### config.mk
export PLATFORM = sky130hd
export DESIGN_NAME = pulse_period_frequency_classifier
export DESIGN_NICKNAME = d
export VERILOG_FILES = /design/src/rtl/ppfc_pkg.sv /design/src/rtl/ppfc_div.sv /design/src/rtl/ppfc_cell.sv /design/src/rtl/pulse_period_frequency_classifier.sv
export SDC_FILE = /design/constraint.sdc
export NUM_CORES = 2
export LEC_CHECK = 0
export BUFFER_PORTS_ARGS = -buffer_cell sky130_fd_sc_hd__clkbuf_2
export CORE_AREA = 2 2 511 360
export CTS_CLUSTER_DIAMETER = 50
export CTS_CLUSTER_SIZE = 40
export DETAILED_ROUTE_END_ITERATION = 8
export DIE_AREA = 0 0 513 362
export HOLD_SLACK_MARGIN = 0.15
export PLACE_DENSITY_LB_ADDON = 0.25
export SYNTH_ARGS = -nofsm -noshare
export SYNTH_HDL_FRONTEND = slang
export SYNTH_SLANG_ARGS = --single-unit
export TNS_END_PERCENT = 100
### constraint.sdc
create_clock -name clk -period 14.6 [get_ports clk]
set_clock_uncertainty 0.05 [all_clocks]
set_input_delay 0.73 -clock clk [delete_from_list [all_inputs] [get_ports clk]]
set_output_delay 0.73 -clock clk [all_outputs]
set_load 0.01 [all_outputs]
### src/rtl/ppfc_pkg.sv
`timescale 1ns / 1ps
// ----------------------------------------------------------------------------
// ppfc_pkg
// Shared types and constants for the pulse period frequency classifier.
// ----------------------------------------------------------------------------
package ppfc_pkg;

  // input actions
  typedef enum logic [1:0] {
    ACT_CAPTURE = 2'd0,
    ACT_TIMEOUT = 2'd1,
    ACT_LOAD    = 2'd2,
    ACT_REARM   = 2'd3
  } action_t;

  // configuration register indexes
  localparam int          CFG_IW       = 2;
  localparam int          CFG_DW       = 16;
  localparam logic [1:0]  REG_ENABLE   = 2'd0;
  localparam logic [1:0]  REG_OWN_MASK = 2'd1;
  localparam logic [1:0]  REG_TOL      = 2'd2;
  localparam logic [1:0]  REG_LIMIT    = 2'd3;

  // reset values
  localparam logic [7:0]  TOL_RST      = 8'd8;
  localparam logic [7:0]  LIMIT_RST    = 8'd4;

  // targets reachable by the mask and the reported index
  localparam int          TGT_SPAN     = 16;

  // broadcast from the controller to every cell
  typedef struct packed {
    logic        clear;
    logic        load;
    logic [3:0]  load_idx;
    logic [31:0] load_val;
    logic [7:0]  tol;
    logic [7:0]  limit;
  } cell_ctl_t;

  // search token handed from cell to cell
  typedef struct packed {
    logic        valid;
    logic        found;
    logic        over;
    logic        high;     // matched target index is 16 or more
    logic [3:0]  idx;
    logic [31:0] period;
  } tok_t;

endpackage

### src/rtl/ppfc_div.sv
`timescale 1ns / 1ps
// ----------------------------------------------------------------------------
// ppfc_div
// Divider by a constant through reciprocal multiplication; the dividend is
// registered at start, then the product, and done rises with the product.
// ----------------------------------------------------------------------------
module ppfc_div #(
  parameter int DIVISOR = 40000
) (
  input  logic        clk,
  input  logic        rst_n,
  input  logic        start,
  input  logic [31:0] dividend,
  output logic        done,
  output logic [31:0] quotient
);

  // floor(x / DIVISOR) == floor(x * RECIP / 2^SHIFT) for every 32-bit x,
  // with SHIFT = 32 + ceil(log2(DIVISOR)) and RECIP = ceil(2^SHIFT / DIVISOR)
  localparam int          SHIFT    = 32 + $clog2(DIVISOR);
  localparam logic [63:0] RECIP    = ((64'd1 << SHIFT) + 64'(DIVISOR) - 64'd1)
                                     / 64'(DIVISOR);
  localparam logic [31:0] RECIP_LO = RECIP[31:0];
  localparam logic        RECIP_HI = RECIP[32];

  logic [31:0] dvd_r;
  logic [64:0] prod_r, prod_nxt;
  logic [63:0] prod_lo;
  logic        run_r;
  logic        done_r;

  // RECIP has at most 33 bits: a 32 x 32 product plus a shifted copy
  assign prod_lo  = 64'(dvd_r) * 64'(RECIP_LO);
  assign prod_nxt = {1'b0, prod_lo} + (RECIP_HI ? {1'b0, dvd_r, 32'd0} : 65'd0);

  always_ff @(posedge clk) begin
    if (!rst_n) begin
      run_r  <= 1'b0;
      done_r <= 1'b0;
    end else begin
      run_r  <= start;
      done_r <= run_r;
    end
  end

  always_ff @(posedge clk) begin
    if (start) begin
      dvd_r <= dividend;
    end
    if (run_r) begin
      prod_r <= prod_nxt;
    end
  end

  assign done     = done_r;
  assign quotient = 32'(prod_r >> SHIFT);

endmodule

### src/rtl/ppfc_cell.sv
`timescale 1ns / 1ps
// ----------------------------------------------------------------------------
// ppfc_cell
// One target slot: holds a target period and its hit counter, checks the
// passing token and hands it to the next cell.
// ----------------------------------------------------------------------------
module ppfc_cell #(
  parameter int IDX = 0
) (
  input  logic                clk,
  input  logic                rst_n,
  input  ppfc_pkg::cell_ctl_t ctl,
  input  ppfc_pkg::tok_t      tok_i,
  output ppfc_pkg::tok_t      tok_o
);

  logic [31:0]    target_r;
  logic [7:0]     hit_r;
  logic           tok_valid_r;
  ppfc_pkg::tok_t tok_r, tok_nxt;

  logic [32:0] hi_bound;
  logic [31:0] lo_bound;
  logic        hit;
  logic        take;
  logic [7:0]  hit_inc;
  logic        load_me;

  assign hi_bound = {1'b0, target_r} + {25'd0, ctl.tol};
  // lower bound saturates at zero
  assign lo_bound = (target_r > {24'd0, ctl.tol}) ? (target_r - {24'd0, ctl.tol}) : 32'd0;
  assign hit      = ({1'b0, tok_i.period} <= hi_bound) && (tok_i.period >= lo_bound);
  assign take     = tok_i.valid && !tok_i.found && hit;
  assign hit_inc  = hit_r + 8'd1;
  assign load_me  = ctl.load && (IDX < ppfc_pkg::TGT_SPAN) && (32'(ctl.load_idx) == IDX);

  always_comb begin
    tok_nxt = tok_i;
    if (take) begin
      tok_nxt.found = 1'b1;
      tok_nxt.over  = (hit_inc > ctl.limit);
      tok_nxt.high  = (IDX >= ppfc_pkg::TGT_SPAN);
      tok_nxt.idx   = 4'(IDX % ppfc_pkg::TGT_SPAN);
    end
  end

  always_ff @(posedge clk) begin
    if (!rst_n) begin
      hit_r       <= '0;
      tok_valid_r <= 1'b0;
    end else begin
      tok_valid_r <= tok_i.valid;
      if (ctl.clear) begin
        hit_r <= '0;
      end else if (take) begin
        hit_r <= hit_inc;
      end
    end
  end

  always_ff @(posedge clk) begin
    if (load_me) begin
      target_r <= ctl.load_val;
    end
    tok_r <= tok_nxt;
  end

  always_comb begin
    tok_o       = tok_r;
    tok_o.valid = tok_valid_r;
  end

endmodule

### src/rtl/pulse_period_frequency_classifier.sv
`timescale 1ns / 1ps
// ----------------------------------------------------------------------------
// pulse_period_frequency_classifier
// Turns per-sensor timer captures into scaled periods and matches them
// against a row of target cells, counting hits and reporting detections.
// ----------------------------------------------------------------------------
//  channel | handshake           | word
//  --------+---------------------+-----------------------------------------
//  in      | in_valid / in_stall | action sensor capture_time table_index
//          |                     | table_value
//  out     | out_valid/out_stall | matched detected freq_index restart_timer
//          |                     | stop_timer
//  cfg     | cfg_valid/cfg_ready | cfg_index cfg_data (always ready)
//
// A counted capture passes from one acceptance to the next through accept,
// the scale multiply, the reciprocal divide, the token walk through the cell
// row one cell per cycle, and hand-off. Timeout, load, re-arm, ignored
// captures and captures with counting off go from accept straight to
// hand-off. One word is in work at a time; the next is accepted while
// the previous result waits in the output register, and the hand-off waits
// while that register holds a stalled word. Reset is synchronous.
// ----------------------------------------------------------------------------
module pulse_period_frequency_classifier #(
  parameter int NUM_SENSORS = 4,
  parameter int NUM_TARGETS = 16,
  parameter int SCALE_MULT  = 1000,
  parameter int SCALE_DIV   = 40000
) (
  input  logic                          clk,
  input  logic                          rst_n,
  // input words
  input  logic                          in_valid,
  output logic                          in_stall,
  input  logic [1:0]                    in_action,
  input  logic [1:0]                    in_sensor,
  input  logic [31:0]                   in_capture_time,
  input  logic [3:0]                    in_table_index,
  input  logic [31:0]                   in_table_value,
  // result words
  output logic                          out_valid,
  input  logic                          out_stall,
  output logic                          out_matched,
  output logic                          out_detected,
  output logic [3:0]                    out_freq_index,
  output logic                          out_restart_timer,
  output logic                          out_stop_timer,
  // configuration
  input  logic                          cfg_valid,
  output logic                          cfg_ready,
  input  logic [ppfc_pkg::CFG_IW-1:0]   cfg_index,
  input  logic [ppfc_pkg::CFG_DW-1:0]   cfg_data
);

  localparam int          SIW    = (NUM_SENSORS > 1) ? $clog2(NUM_SENSORS) : 1;
  localparam logic [31:0] MULT32 = 32'(SCALE_MULT);

  typedef enum logic [2:0] {
    S_IDLE,
    S_MUL,
    S_DIV,
    S_SCAN,
    S_PUT
  } state_t;

  state_t      state_r;
  logic        armed_r;
  logic        enable_r;
  logic [15:0] own_mask_r;
  logic [7:0]  tol_r;
  logic [7:0]  limit_r;
  logic [31:0] last_r [NUM_SENSORS];
  logic [31:0] diff_r;

  logic        res_matched_r, res_detected_r, res_restart_r;
  logic [3:0]  res_index_r;

  logic        out_valid_r;
  logic        out_matched_r, out_detected_r, out_restart_r;
  logic [3:0]  out_index_r;

  logic                in_acc;
  ppfc_pkg::action_t   act;
  logic                sensor_ok;
  logic                capture_run;
  logic [SIW-1:0]      sidx;
  logic [31:0]         prod;
  logic                div_done;
  logic [31:0]         div_quot;
  logic                tail_over;
  logic                owned;
  logic                out_free;
  logic                put_fire;
  ppfc_pkg::cell_ctl_t cell_ctl;
  ppfc_pkg::tok_t      chain [NUM_TARGETS + 1];

  assign in_stall    = (state_r != S_IDLE);
  assign in_acc      = in_valid && (state_r == S_IDLE);
  assign act         = ppfc_pkg::action_t'(in_action);
  assign sensor_ok   = (32'(in_sensor) < NUM_SENSORS);
  assign capture_run = (act == ppfc_pkg::ACT_CAPTURE) && armed_r && sensor_ok && enable_r;
  assign sidx        = SIW'(in_sensor);
  assign prod        = diff_r * MULT32;   // wraps at 32 bits
  assign out_free    = !out_valid_r || !out_stall;
  assign put_fire    = (state_r == S_PUT) && out_free;
  assign cfg_ready   = 1'b1;

  ppfc_div #(
    .DIVISOR (SCALE_DIV)
  ) u_div (
    .clk      (clk),
    .rst_n    (rst_n),
    .start    (state_r == S_MUL),
    .dividend (prod),
    .done     (div_done),
    .quotient (div_quot)
  );

  // token enters the row as the quotient lands
  always_comb begin
    chain[0]        = '0;
    chain[0].valid  = (state_r == S_DIV) && div_done;
    chain[0].period = div_quot;
  end

  assign tail_over = chain[NUM_TARGETS].valid && chain[NUM_TARGETS].found
                     && chain[NUM_TARGETS].over;
  assign owned     = !chain[NUM_TARGETS].high && own_mask_r[chain[NUM_TARGETS].idx];

  always_comb begin
    cell_ctl          = '0;
    cell_ctl.tol      = tol_r;
    cell_ctl.limit    = limit_r;
    cell_ctl.load     = in_acc && (act == ppfc_pkg::ACT_LOAD);
    cell_ctl.load_idx = in_table_index;
    cell_ctl.load_val = in_table_value;
    cell_ctl.clear    = (in_acc && (act == ppfc_pkg::ACT_TIMEOUT))
                        || ((state_r == S_SCAN) && tail_over);
  end

  for (genvar g = 0; g < NUM_TARGETS; g++) begin : g_cell
    ppfc_cell #(
      .IDX (g)
    ) u_cell (
      .clk   (clk),
      .rst_n (rst_n),
      .ctl   (cell_ctl),
      .tok_i (chain[g]),
      .tok_o (chain[g + 1])
    );
  end

  // configuration registers
  always_ff @(posedge clk) begin
    if (!rst_n) begin
      enable_r   <= 1'b0;
      own_mask_r <= '0;
      tol_r      <= ppfc_pkg::TOL_RST;
      limit_r    <= ppfc_pkg::LIMIT_RST;
    end else if (cfg_valid) begin
      case (cfg_index)
        ppfc_pkg::REG_ENABLE:   enable_r   <= cfg_data[0];
        ppfc_pkg::REG_OWN_MASK: own_mask_r <= cfg_data[15:0];
        ppfc_pkg::REG_TOL:      tol_r      <= cfg_data[7:0];
        ppfc_pkg::REG_LIMIT:    limit_r    <= cfg_data[7:0];
        default: ;
      endcase
    end
  end

  // control, state and result registers
  always_ff @(posedge clk) begin
    if (!rst_n) begin
      state_r     <= S_IDLE;
      armed_r     <= 1'b1;
      out_valid_r <= 1'b0;
      for (int s = 0; s < NUM_SENSORS; s++) begin
        last_r[s] <= '0;
      end
    end else begin
      out_valid_r <= put_fire || (out_valid_r && out_stall);
      case (state_r)
        S_IDLE: begin
          if (in_acc) begin
            res_matched_r  <= 1'b0;
            res_detected_r <= 1'b0;
            res_restart_r  <= 1'b0;
            res_index_r    <= '0;
            state_r        <= capture_run ? S_MUL : S_PUT;
            case (act)
              ppfc_pkg::ACT_CAPTURE: begin
                if (armed_r && sensor_ok) begin
                  diff_r       <= in_capture_time - last_r[sidx];
                  last_r[sidx] <= in_capture_time;
                end
              end
              ppfc_pkg::ACT_TIMEOUT: armed_r <= 1'b1;
              ppfc_pkg::ACT_REARM:   armed_r <= 1'b1;
              default: ;
            endcase
          end
        end
        S_MUL: state_r <= S_DIV;
        S_DIV: begin
          if (div_done) begin
            state_r <= S_SCAN;
          end
        end
        S_SCAN: begin
          if (chain[NUM_TARGETS].valid) begin
            state_r <= S_PUT;
            if (chain[NUM_TARGETS].found) begin
              res_matched_r <= 1'b1;
              res_index_r   <= chain[NUM_TARGETS].idx;
              if (chain[NUM_TARGETS].over) begin
                if (!owned) begin
                  res_detected_r <= 1'b1;
                  armed_r        <= 1'b0;
                end
              end else begin
                res_restart_r <= 1'b1;
              end
            end
          end
        end
        S_PUT: begin
          if (out_free) begin
            out_matched_r  <= res_matched_r;
            out_detected_r <= res_detected_r;
            out_restart_r  <= res_restart_r;
            out_index_r    <= res_index_r;
            state_r        <= S_IDLE;
          end
        end
        default: state_r <= S_IDLE;
      endcase
    end
  end

  assign out_valid         = out_valid_r;
  assign out_matched       = out_matched_r;
  assign out_detected      = out_detected_r;
  assign out_freq_index    = out_index_r;
  assign out_restart_timer = out_restart_r;
  assign out_stop_timer    = out_detected_r;

endmodule
Word-level counts from Yosys, hierarchy flattened --
Memory sizes are Yosys's and may differ from the RTL's. Cells that the tools add are included. Widths: inputs -> output; s select.
Word-level totals: memories 1, register bits after elaboration 1203, bits in writable memories 128, input bits 95
Cells by class: multiply operators 2, add/sub/neg operators 50, multiplexer cells 74, reductions and logical operators 116, equality and inequality tests 34, $lt $le $gt $ge 65, bitwise operators 1
Memory list:
- last_r | words 4, bits a word 32, read ports 1, clocked after Yosys merged registers in 0, wr ports 4, RTL line pulse_period_frequency_classifier.sv:71 | logic [31:0] last_r [NUM_SENSORS];
Operators by type and width (number):
- $mux 32 | 17
- $add 32x8->33 | 16
- $le 17x33->1 | 16
- $ge 17x32->1 | 16
- $gt 32x8->1 | 16
- $sub 32x8->32 | 16
- $add 8x1->8 const B | 16
- $gt 8x8->1 | 16
- $mux 6 | 15
- $logic_and 1x1->1 | 75
- $add 64x64->65 | 1
- $mul 29x31->60 const B | 1
- $eq 4x4->1 const B | 8
- $mul 32x7->29 const B | 1
- $reduce_or 32->1 | 1
- $sub 32x32->32 | 1
- $mux 1 | 25
- $logic_not 1->1 | 18
- $eq 4x3->1 const B | 4
- $mux 3 | 5
- $pmux 3 s5 | 1
- $reduce_and 7->1 | 2
- $mux 4 | 3
- $ne 2x2->1 const B | 5
- other kinds (27) | 47

Logic depth before layout (Yosys ltp) --
depth after elaboration 8, mapped depth 39, gate-level depth less buffers 39

Hierarchy --
A second synthesis with hierarchy kept.
Unflattened totals: cells, all modules 13124, area total of the unflattened synthesis 126465.0 um^2
By module, submodules not included:
- ppfc_div | times used 1, area an instance 20653.6 um^2, cells an instance 1983
- ppfc_cell (g_cell[3].u_cell ...) | times used 3, area an instance 5801.8 um^2, cells an instance 623
- pulse_period_frequency_classifier | times used 1, area an instance 13739.4 um^2, cells an instance 1228
- ppfc_cell (g_cell[1].u_cell ...) | times used 2, area an instance 5801.8 um^2, cells an instance 624
- ppfc_cell (g_cell[4].u_cell ...) | times used 2, area an instance 5798.1 um^2, cells an instance 624
- ppfc_cell (g_cell[10].u_cell ...) | times used 2, area an instance 5684.2 um^2, cells an instance 610
- ppfc_cell (g_cell[13].u_cell ...) | times used 2, area an instance 5677.9 um^2, cells an instance 610
- ppfc_cell (g_cell[9].u_cell) | times used 1, area an instance 5906.9 um^2, cells an instance 647
- ppfc_cell (g_cell[7].u_cell) | times used 1, area an instance 5805.6 um^2, cells an instance 623
- ppfc_cell (g_cell[15].u_cell) | times used 1, area an instance 5690.5 um^2, cells an instance 618
- ppfc_cell (g_cell[11].u_cell) | times used 1, area an instance 5681.7 um^2, cells an instance 610
- ppfc_cell (g_cell[0].u_cell) | times used 1, area an instance 5657.9 um^2, cells an instance 610

Worst setup path before layout --
No wires, ideal clock.
path type reg-to-reg, start point register u_div.dvd_r[14], end point register u_div.prod_r[63], data pin, required time 14292 ps, slack 4753 ps, library setup time 258 ps, arrival 9540 ps, stages on the path, launching flop included 38, period minus slack after synthesis 9847 ps, cells stage by stage edfxtp_1 -> fa_1 -> xor2_1 -> ha_1 -> inv_1 -> fa_1 -> fa_1 -> fa_1 -> inv_1 -> fa_1 -> fa_1 -> inv_1 -> fa_1 -> inv_1 -> ha_1 -> a211oi_1 -> o21bai_1 -> or4_1 -> [... 2 more ...] -> a21o_1 -> a21oi_1 -> nor2b_1 -> o21a_1 -> nor2_1 -> xnor2_1 -> ha_1 -> nand3_1 -> or2_2 -> or3_1 -> mux2i_1 -> nor3_1 -> o31ai_1 -> a41oi_1 -> a21oi_1 -> a21o_1 -> a21oi_1 -> xnor2_1
Between the ends: cells in the longest elaborated chain, start to end 2
Ends and longest elaborated chain:
- start: declaration | RTL line ppfc_div.sv:26 | logic [31:0] dvd_r;
- start signal: assignment | RTL line ppfc_div.sv:48 | dvd_r <= dividend;
- $mul 29x31->60 | RTL line ppfc_div.sv:33 | assign prod_lo = 64'(dvd_r) * 64'(RECIP_LO);
- $add 64x64->65 * | RTL line ppfc_div.sv:34 | assign prod_nxt = {1'b0, prod_lo} + (RECIP_HI ? {1'b0, dvd_r, 32'd0} : 65'd0);
- via u_div.prod_nxt[63] | RTL line ppfc_div.sv:27 | logic [64:0] prod_r, prod_nxt;
- end signal: assignment | RTL line ppfc_div.sv:51 | prod_r <= prod_nxt;
- end: declaration | RTL line ppfc_div.sv:27
Mark *: on every way through the listed nets, which the timed path passes. The rest lies on a longest branch. A chain may end at the register's enable or synchronous reset.

Final worst setup path --
start point register u_div.dvd_r[19], end point register u_div.prod_r[63], data pin
Same word-level chain as after synthesis.

==> impl_metrics.py <==
metrics = {
    "sta": {
        "tightest_slew_ns": 1.412,
        "hold_violations": 0,
        "tns_ns": 0,
        "slew_headroom_pct": 5.850,
        "setup_viol": 0,
        "slew_viol_final": 0,
        "max_freq_mhz": 89.25,
        "finalCriticalPeriod_ns": 11.20,
        "post-route-period-util_pct": 76.74,
        "timing.final.ws_setup_ns": 3.396,
        "rsz0062_at_grt": "false",
        "hold_ws_ns": 0.2052,
    },
    "critical_path": {
        "cpLargestDelayFamily": "adder cells",
        "cp.required_ns": 15.10,
        "cp.buffers_inverters": 6,
        "cp-end-kind": "register",
        "cp_common_cell": "fa_1",
        "cp_max_fo": 11,
        "cp-start-kind": "register",
        "cp-startpoint": "u_div.dvd_r[19]",
        "path_depth": 39,
        "crit_slowest_cell": "edfxtp_1",
        "r2r_slack_ns": 3.40,
        "r2r_cells": 39,
        "setup.worst_path.end": "u_div.prod_r[63]",
        "cpPeakStageDelay_ns": 0.96,
        "regToRegEndpoint": "u_div.prod_r[63]",
        "cp.arrival_ns": 11.70,
        "rr_startpoint": "u_div.dvd_r[19]",
        "critPathKind": "register to register",
    },
    "place": {
        "placed_cell_area_mm2": 0.1024,
        "placedCellCount": 12248,
        "pre_cts_ws_ns": 3.619,
        "place_congestion": 1.001,
        "io_buffers": 101,
        "dp_hpwl_um": 219000,
    },
    "yosys": {
        "ys_seq_area_share_pct": 32.26,
        "synthArstFlopShare_pct": 0,
        "yosys_warnings": 0,
        "synth-seq-cells": 1237,
        "synth_edf_count": 717,
        "synth_ff_type": "edfxtp_1",
        "syn_nets": 11904,
        "synth_cells": 9920,
        "synth_area_per_cell_um2": 9.981,
        "ys_types": 107,
        "synthesis.area_mm2": 0.09901,
    },
    "job": {
        "drv_cap": 0,
    },
    "routing": {
        "drt-total-wl_um": 294000,
        "vias": 76886,
        "dr.first_iter.drc_count": 9271,
        "drc": 0,
        "wl_per_cell_um": 23.51,
        "viasPerCell": 6.149,
        "ant_nets": 0,
        "firstDrtPassIters": 8,
    },
    "clocking": {
        "root_buffer": "clkbuf_16",
        "numCtsBuffers": 117,
        "cts_setup_buffers": 0,
        "clk_pin_slew_ns": 0.09,
        "cts-htree-levels": 3,
        "clock-sinks": 1237,
        "clk_path_buf_depth": 3,
        "clock_latency_ns": 0.82,
        "cts_tree": "built",
        "postCtsHoldBufs": 16,
        "ctsResizeCount": 0,
    },
    "global_route": {
        "grt_usage_pct": 31.21,
        "grt-ovfl-total": 0,
        "grt_pass1_wl_um": 444000,
        "grt_pass1_vias": 73169,
        "antenna_found_initial": 30,
        "grt_max_degree": 75,
    },
    "die": {
        "ios": 106,
        "row_count": 131,
        "core_mm2": 0.1811,
        "die_area_mm2": 0.1857,
        "start_util_pct": 54.67,
        "die_w_um": 513,
        "die_h_um": 362,
    },
    "cells_and_area": {
        "final_cell_mix": "ha_1, inv_1, edfxtp_1",
        "fill_cells": 14893,
        "fin_cells": 12503,
        "final_nets": 11973,
        "final_area_mm2": 0.1071,
        "layout_commonest_cell": "ha_1",
        "layout-drive-gt1-share_pct": 6.301,
        "syn_to_final_growth_pct": 8.209,
    },
    "power": {
        "power_leakage_nw": 46.42,
        "power_density_mw_per_mm2": 85.84,
        "ir_drop_mv": 0.1272,
    },
    "status": {
        "status": "finished clean",
    },
    "hold_path": {
        "hp-class": "primary input to register",
    },
}
[cell usage after synthesis (all sizes together), types with 164 or more instances]
cell	n	area [µm²]
a21o	249	1869
a21oi	517	2610
and2	164	1026
clkbuf	239	900.9
dfxtp	520	10410
edfxtp	717	21530
fa	467	9349
ha	1422	17790
inv	801	3007
nand2	650	2440
nand2b	168	1051
nand3	274	1376
nand4	184	1151
nor2	603	2263
nor3	199	1012
o21ai	363	1821
xnor2	438	3836
xor2	368	3223
[worst reg2reg max path, delay by kind of cell (launching register included)]
family / cells / cell delay [ns]
mux: 1 / 0.27
compound gates: 12 / 2.47
fa+ha+maj: 10 / 4.63
buf+inv: 6 / 0.64
simple gates: 7 / 1.61
flops: 1 / 0.96
xor+xnor: 3 / 0.35
[flip-flops by register name, indices dropped and copies added (netlist names), 3 cells and up]
name and count:
g_cell.u_cell.hit_r 128, limit_r 8, u_div.prod_r 17, state_r 3, g_cell.u_cell.tok_o 336, g_cell.u_cell.target_r 512, res_index_r 4, diff_r 29
last_r 116, out_freq_index 4, own_mask_r 16, u_div.dvd_r 29, tol_r 8, g_cell.u_cell.tok_valid_r 16
[metal layers]
metal  track usage [%]  routed length, µm  up-vias
met5                 0                 34        -
met2             42.74             115800     3611
met1             47.73             135000    37290
met3             8.450              35810      435
li1                  -                  -    35544
met4             8.367               7327        6
[how the worst min path moves through the flow]
| stage | from | to | slack (ns) | cells past startpoint |
|---|---|---|---|---|
| finish | in_capture_time[25] | last_r[0][25] | 0.21 | 2 |
| global route | in_capture_time[25] | last_r[0][25] | 0.17 | 2 |
| CTS | in_capture_time[25] | last_r[0][25] | 0.15 | 2 |
| detailed placement | g_cell[9].u_cell.tok_o[0] | g_cell[10].u_cell.tok_o[0] | 0.29 | 0 |
| global placement | g_cell[10].u_cell.tok_o[0] | g_cell[11].u_cell.tok_o[0] | 0.30 | 0 |
| floorplan | g_cell[9].u_cell.tok_o[0] | g_cell[10].u_cell.tok_o[0] | 0.28 | 0 |
[through the flow]
stage | power [mW] | util (%)
2_1_floorplan | 5.200 | -
3_3_place_gp | 5.700 | 56.54
3_5_place_dp | 5.758 | 56.54
4_1_cts | 9.224 | 59.13
5_1_grt | 9.608 | 59.14
6_report | 9.197 | 59.16
[kinds of logic after synthesis]
family / synth area share (%)
adders and majority gates: 27.41
muxes: 1.434
buffers and inverters: 4.133
AOI/OAI and AO/OA: 12.01
other: 0.003787
and+or+nand+nor: 15.62
DFF: 32.26
xor gates and xnor gates: 7.129
[power by group]
group | switching [mW] | internal, mW
registers | 0.0268 | 3.75
logic | 1.14 | 0.799
clock network | 1.75 | 1.73
total | 2.91 | 6.28
[cell type report]
cell class | count | area (µm²) | share of cell area (%)
multi-input cells | 7608 | 63150 | 58.94
flip-flops and latches | 1237 | 31950 | 29.82
inverters | 801 | 3007 | 2.806
well taps | 2394 | 2995 | 2.796
clock buffers | 122 | 2988 | 2.789
clock inverters | 102 | 1549 | 1.446
repair buffers | 224 | 1469 | 1.371
diodes | 15 | 37.54 | 0.03503
Note: power is estimated with default switching activity, not from simulation.
